<file path="config.mk">
export PLATFORM = sky130hd
export DESIGN_NAME = delimited_packet_deframer
export DESIGN_NICKNAME = d
export VERILOG_FILES = /design/src/dpd_pkg.sv /design/src/delimited_packet_deframer.sv /design/src/dpd_step.sv
export SDC_FILE = /design/constraint.sdc
export NUM_CORES = 1
export LEC_CHECK = 0
export ABC_AREA = 1
export BUFFER_PORTS_ARGS = -buffer_cell sky130_fd_sc_hd__clkbuf_2
export CORE_UTILIZATION = 40
export DETAILED_ROUTE_END_ITERATION = 8
export HOLD_SLACK_MARGIN = 0.06
export SETUP_SLACK_MARGIN = 0.1
export SYNTH_ARGS = -nofsm -noshare
export SYNTH_HDL_FRONTEND = slang
export SYNTH_SLANG_ARGS = --single-unit
</file>
<file path="constraint.sdc">
create_clock -name clk_i -period 6.7 [get_ports clk_i]
set_input_delay 1.005 -clock clk_i [delete_from_list [all_inputs] [get_ports clk_i]]
set_output_delay 1.005 -clock clk_i [all_outputs]
set_load 0.01 [all_outputs]
</file>
<file path="src/dpd_pkg.sv">
// package for the delimited packet deframer
// byte codes, result kinds, error codes, state and result types
// no dependencies
package dpd_pkg;

  localparam logic [7:0] ChHash     = 8'h23;
  localparam logic [7:0] ChLBracket = 8'h5b;
  localparam logic [7:0] ChRBracket = 8'h5d;
  localparam logic [7:0] ChBar      = 8'h7c;
  localparam logic [7:0] ChCr       = 8'h0d;
  localparam logic [7:0] ChLf       = 8'h0a;
  localparam logic [3:0] NibbleMask = 4'hf;

  localparam logic [1:0] KindData  = 2'd0;
  localparam logic [1:0] KindStart = 2'd1;
  localparam logic [1:0] KindEnd   = 2'd2;

  localparam logic [1:0] ErrNone    = 2'd0;
  localparam logic [1:0] ErrPutFull = 2'd1;
  localparam logic [1:0] ErrReject  = 2'd2;

  localparam logic [3:0] RemoteReset = 4'hf;
  localparam int unsigned MaxResults = 4;

  typedef struct packed {
    logic       in_data;
    logic [1:0] match;
    logic [3:0] remote;
    logic [1:0] err;
  } state_t;

  typedef struct packed {
    logic [1:0] kind;
    logic [7:0] value;
  } entry_t;

  typedef struct packed {
    entry_t [MaxResults-1:0] ent;
    logic [2:0]              num;
  } step_out_t;

  function automatic logic [7:0] term_byte(input logic [1:0] idx);
    logic [7:0] b;
    unique case (idx)
      2'd0:    b = ChHash;
      2'd1:    b = ChBar;
      2'd2:    b = ChCr;
      default: b = ChLf;
    endcase
    return b;
  endfunction

endpackage

</file>
<file path="src/delimited_packet_deframer.sv">
// delimited packet deframer, top level: input transfer, result buffer, config
// latency: first result of a byte is valid the cycle after its transfer
// throughput: one byte per cycle while each byte gives at most one result and
// ready is high; otherwise the next transfer waits for the last result of the
// four-entry result buffer, which drains one result per cycle when ready is high
// reset: asynchronous, clears state, own channel and result count; remote channel 15
module delimited_packet_deframer (
  input  logic       clk_i,
  input  logic       rst_ni,
  input  logic       cfg_valid_i,
  output logic       cfg_ready_o,
  input  logic [3:0] cfg_own_channel_i,
  input  logic       in_valid_i,
  output logic       in_ready_o,
  input  logic [7:0] rx_byte_i,
  input  logic [2:0] sink_free_i,
  input  logic       clear_error_i,
  output logic       out_valid_o,
  input  logic       out_ready_i,
  output logic [1:0] kind_o,
  output logic [7:0] value_o,
  output logic       last_o,
  output logic [1:0] error_code_o
);

  dpd_pkg::state_t    state_q, state_d;
  dpd_pkg::step_out_t res;
  dpd_pkg::entry_t [dpd_pkg::MaxResults-1:0] ent_q;
  logic [3:0] own_q;
  logic [2:0] rem_q, rem_d;
  logic [1:0] pos_q, pos_d;
  logic       in_xfer, out_xfer;

  assign cfg_ready_o = 1'b1;
  assign out_valid_o = (rem_q != 3'd0);
  assign out_xfer    = out_valid_o && out_ready_i;
  assign in_ready_o  = (rem_q == 3'd0) || (rem_q == 3'd1 && out_ready_i);
  assign in_xfer     = in_valid_i && in_ready_o;

  dpd_step u_step (
    .rx_byte_i     (rx_byte_i),
    .sink_free_i   (sink_free_i),
    .clear_error_i (clear_error_i),
    .own_channel_i (own_q),
    .state_i       (state_q),
    .state_o       (state_d),
    .res_o         (res)
  );

  always_comb begin
    rem_d = rem_q;
    pos_d = pos_q;
    if (in_xfer) begin
      rem_d = res.num;
      pos_d = 2'd0;
    end else if (out_xfer) begin
      rem_d = rem_q - 3'd1;
      pos_d = pos_q + 2'd1;
    end
  end

  always_ff @(posedge clk_i or negedge rst_ni) begin
    if (!rst_ni) begin
      state_q <= '{in_data: 1'b0, match: 2'd0, remote: dpd_pkg::RemoteReset,
                   err: dpd_pkg::ErrNone};
      own_q   <= 4'h0;
      rem_q   <= 3'd0;
      pos_q   <= 2'd0;
    end else begin
      if (in_xfer) begin
        state_q <= state_d;
      end
      if (cfg_valid_i) begin
        own_q <= cfg_own_channel_i;
      end
      rem_q <= rem_d;
      pos_q <= pos_d;
    end
  end

  always_ff @(posedge clk_i) begin
    if (in_xfer) begin
      ent_q <= res.ent;
    end
  end

  assign kind_o       = ent_q[pos_q].kind;
  assign value_o      = ent_q[pos_q].value;
  assign last_o       = (rem_q == 3'd1);
  assign error_code_o = state_q.err;

endmodule

</file>
<file path="src/dpd_step.sv">
// per-byte next state and result list of the deframer
// header hunt, terminator match, replay and rejection
// depends on dpd_pkg
module dpd_step (
  input  logic [7:0]         rx_byte_i,
  input  logic [2:0]         sink_free_i,
  input  logic               clear_error_i,
  input  logic [3:0]         own_channel_i,
  input  dpd_pkg::state_t    state_i,
  output dpd_pkg::state_t    state_o,
  output dpd_pkg::step_out_t res_o
);

  logic [2:0] puts;
  logic       reject;
  logic [2:0] ndata;
  logic       is_hash;

  assign is_hash = (rx_byte_i == dpd_pkg::ChHash);
  assign puts    = {1'b0, state_i.match} + {2'b00, !is_hash};

  always_comb begin
    state_o = state_i;
    res_o   = '0;
    reject  = 1'b0;
    ndata   = 3'd0;
    if (clear_error_i) begin
      state_o.err = dpd_pkg::ErrNone;
    end
    if (state_i.in_data && sink_free_i == 3'd0) begin
      state_o.err = dpd_pkg::ErrPutFull;
    end
    if (!state_i.in_data) begin
      if (state_i.match == 2'd2 &&
          (rx_byte_i[3:0] & dpd_pkg::NibbleMask) == own_channel_i) begin
        state_o.match  = 2'd3;
        state_o.remote = rx_byte_i[7:4];
      end else if (state_i.match == 2'd0 && is_hash) begin
        state_o.match = 2'd1;
      end else if (state_i.match == 2'd1 && rx_byte_i == dpd_pkg::ChLBracket) begin
        state_o.match = 2'd2;
      end else if (state_i.match == 2'd3 && rx_byte_i == dpd_pkg::ChRBracket) begin
        state_o.in_data    = 1'b1;
        state_o.match      = 2'd0;
        res_o.num          = 3'd1;
        res_o.ent[0].kind  = dpd_pkg::KindStart;
        res_o.ent[0].value = {4'h0, state_i.remote};
      end else begin
        state_o.match = is_hash ? 2'd1 : 2'd0;
      end
    end else if (rx_byte_i == dpd_pkg::term_byte(state_i.match)) begin
      if (state_i.match == 2'd3) begin
        state_o.in_data    = 1'b0;
        state_o.match      = 2'd0;
        res_o.num          = 3'd1;
        res_o.ent[0].kind  = dpd_pkg::KindEnd;
        res_o.ent[0].value = 8'h00;
      end else begin
        state_o.match = state_i.match + 2'd1;
      end
    end else begin
      // replay of the partial terminator, then the byte itself unless it is a hash
      reject = (sink_free_i < puts);
      ndata  = reject ? sink_free_i : puts;
      for (int j = 0; j < dpd_pkg::MaxResults; j++) begin
        if (3'(j) < ndata) begin
          res_o.ent[j].kind  = dpd_pkg::KindData;
          res_o.ent[j].value = (3'(j) < {1'b0, state_i.match}) ?
                               dpd_pkg::term_byte(2'(j)) : rx_byte_i;
        end else if (reject && 3'(j) == ndata) begin
          res_o.ent[j].kind  = dpd_pkg::KindEnd;
          res_o.ent[j].value = 8'h00;
        end
      end
      if (reject) begin
        res_o.num       = ndata + 3'd1;
        state_o.err     = dpd_pkg::ErrReject;
        state_o.in_data = 1'b0;
        state_o.match   = 2'd0;
      end else begin
        res_o.num     = ndata;
        state_o.match = is_hash ? 2'd1 : 2'd0;
      end
    end
  end

endmodule

</file>
==> metrics.md <==
| Metric | Value |
|---|---|
| Outcome | `complete, no violations` |
| Min Hold Slack | `0.502 ns` |
| Post-CTS Resized | `0` |
| Input/output buffers | `35` |
| Die Wd | `92.3 um` |
| Row count | `32` |
| Fill count | `783` |
| Post-synth EDFFs | `37` |
| Synth async-reset ratio | `0.327` |
| Synth area leader | `edfxtp_1` |
| Synth top area share | `0.341` |
| Worst Setup Start Kind | `input pin` |
| Layout cell share with drive strength beyond 1 | `0.180` |
| Crit-path most repeated cell | `nand2_1` |
| Die Span Y | `92.3 um` |
| CP endpoint kind | `flop` |
| R2R depth | `10` |
| Pin count of the biggest net entering global routing | `40` |
| Arrival time worst endpoint | `3.77 ns` |
| Hold Crit Class | `reg2reg` |
| Slowest-stage cell, CP | `nor3_1` |
| Antenna viol nets, final | `0` |
| First-pass GRT wire length | `12300 um` |
| Met2 global-route usage | `0.292` |
| Hold_buf cts | `0` |
| Clk root buf | `clkbuf_8` |
| TritonCTS Buffers | `5` |
| RSZ-0062 raised after global routing | `no` |
| Ports | `37` |
| GR peak layer | `met2` |
| Minimum clock period | `3.51 ns` |
| Period Utilization, post-route | `0.524` |
| Synth Warn # | `0` |
| Post-Synthesis Mean Instance Area | `8.25 um^2` |
| Fin util | `0.461` |
| Cells after Synth | `395` |
| Max_cap viols | `0` |
| Vias | `2635` |
| Power density over the cells | `320 nW/um^2` |
| Clk_lat worst skew | `0.32 ns` |
| Slew HR | `0.627` |
| Post-DR vias/cell | `4.97` |
| Vias in the first global route | `2543` |
| HPWL after DPL | `5410 um` |
| CP Max Fanout | `7` |
| Hold path endpoint | `state_q[3]` |
| GRT Total Usage | `0.185` |
| Worst r2r dst | `ent_q[32]` |
| Slew Limit Fails | `0` |
| Largest stage delay, worst path | `0.33 ns` |
| Register area share after synthesis | `0.481` |
| Initial antenna violation count | `0` |
| Most frequent cell after synthesis | `nand2_1` |
| Post-synth top flop | `edfxtp_1` |
| Die ar. | `8510 um^2` |
| Reg2reg start | `state_q[7]` |
| Top post-synthesis cells by area | `edfxtp_1, dfrtp_1, nand2_1, nor2_1, ha_1` |
| Initial Utilization | `0.417` |
| Worst R2R Setup Slack | `3.98 ns` |
| H-tree levels | `2` |
| Met1 usage | `0.256` |
| Final setup viols | `0` |
| Worst Path Required | `6.95 ns` |
| Setup tns final | `0 ns` |
| Final Skew | `0.00937 ns` |
| VDD IR max | `143 uV` |
| CP Cell Sequence | `clkbuf_2 > inv_1 > nand2_1 > nor3_1 > nand2_1 > ha_1 > ha_1 > inv_1 > ha_1 > inv_1 > a21oi_1 > nand2_1 > nand3_1 > nand2_1 > inv_1 > nand2_1 > inv_1 > ha_1 > nand2_1 > o21ai_0 > nor2_1 > nand3_1 > nand2_1` |
| Max clock buf depth | `2` |
| Nets | `462` |
| Lkg Pwr | `1.66 nW` |
| Hold_sp | `state_q[3]` |
| Synthesized cell area | `3260 um^2` |
| CTS Sinks | `55` |
| Measured slew at the worst slew-check pin | `0.559 ns` |
| WHS Path Cells | `2` |
| DRT iter0 DRCs | `169` |
| Worst-path clk slew | `0.11 ns` |
| # DRC | `0` |
| Final hold violation count | `0` |
| #FFs+latches synth | `55` |
| Setup Buffers After CTS | `0` |
| Pre-Repair DR Iteration Count | `4` |
| Synth unique cells | `39` |
| Final wirelength | `7200 um` |
| Grt total ovfl | `0` |
| Diode count | `0` |
| Syn Nets | `430` |
| Critical path class | `in2reg` |
| Max Clk Rate | `0.285 GHz` |
| List of most frequent post-synthesis cells | `nand2_1, nor2_1, inv_1` |
| Core ar. | `7810 um^2` |
| Met3 usage in global routing | `0.0282` |
| CTS tree | `built` |
| Area growth syn-to-layout | `10.4%` |
| Final GP Congestion | `0.840` |
| Mean routed wirelength per cell | `13.6 um` |
worst max-delay path by stage:
stage | startpoint | end | slack, ns | cells past startpoint
detailed placement | rx_byte_i[4] | rem_q[2] | 2.85 | 23
finish | rx_byte_i[4] | rem_q[2] | 3.19 | 23
floorplan | rx_byte_i[4] | rem_q[2] | 3.36 | 22
global route | rx_byte_i[4] | rem_q[2] | 2.80 | 23
global placement | rx_byte_i[4] | rem_q[2] | 2.94 | 24
CTS | rx_byte_i[4] | rem_q[2] | 3.16 | 23
layer usage:
layer	share of wire	vias to the layer above
li1	-	1353
met1	0.48	1225
met2	0.47	46
met3	0.035	11
met4	0.016	0
met5	0	-
area by class of cell:
cell class,instances,area (um^2),share of cell area
Inverter,48,180,0.0501
Clock buffer,5,68.8,0.0191
Timing Repair Buffer,36,183,0.0508
Sequential cell,55,1570,0.436
Tap cell,102,128,0.0355
Clock inverter,3,23.8,0.00661
Multi-Input combinational cell,281,1450,0.402
per-stage QoR:
step                      setup WS, ns  instance area (um^2)  std cells  power [mW]
final                             3.19                  3600        530        1.15
after global routing              2.80                  3600        530        1.25
after CTS                         3.16                  3600        530        1.16
after detailed placement          2.85                  3500        522       0.970
after global placement            2.94                  3500        522       0.961
after floorplan                   3.36                  3260        395       0.829
cells in the final DEF (no fill, tap or decap), drive strengths merged:
master,instances
o21bai,2
nand3,23
edfxtp,37
o2111ai,1
nor3b,1
ha,14
clkinv,2
inv,48
dfstp,4
conb,1
xnor2,2
nand2,96
clkbuf,40
buf,1
nor2,69
nand4,4
a22oi,1
nor3,2
a21oi,14
dfrtp,14
a31oi,1
mux2,2
o21ai,36
clkinvlp,1
nand3b,1
o22ai,11
state kept, by name, indices dropped and copies added, names as in the netlist:
name,count
ent_q,37
error_code_o,2
own_q,4
pos_q,2
rem_q,3
state_q,7
worst max-delay path, delay by kind of cell:
family | cells | cell delay, ns
compound gates | 2 | 0.10
simple gates | 11 | 1.28
buf+inv | 6 | 0.48
fa+ha+maj | 4 | 0.87
cells by family after synthesis:
| family | count (synthesis) | share of synthesized area |
|---|---|---|
| xor+xnor | 2 | 0.00538 |
| flops | 55 | 0.481 |
| other cells | 1 | 0.00115 |
| mux | 2 | 0.00691 |
| compound gates | 66 | 0.111 |
| fa+ha+maj | 14 | 0.0538 |
| buf+inv | 59 | 0.0753 |
| simple gates | 196 | 0.266 |
where the power goes:
group          internal [mW]  switching [mW]  leakage [nW]
combinational          0.158           0.283          1.05
sequential             0.455          0.0597         0.567
clock                 0.0758           0.118        0.0461
No activity file was read; power rests on OpenSTA's default activity.
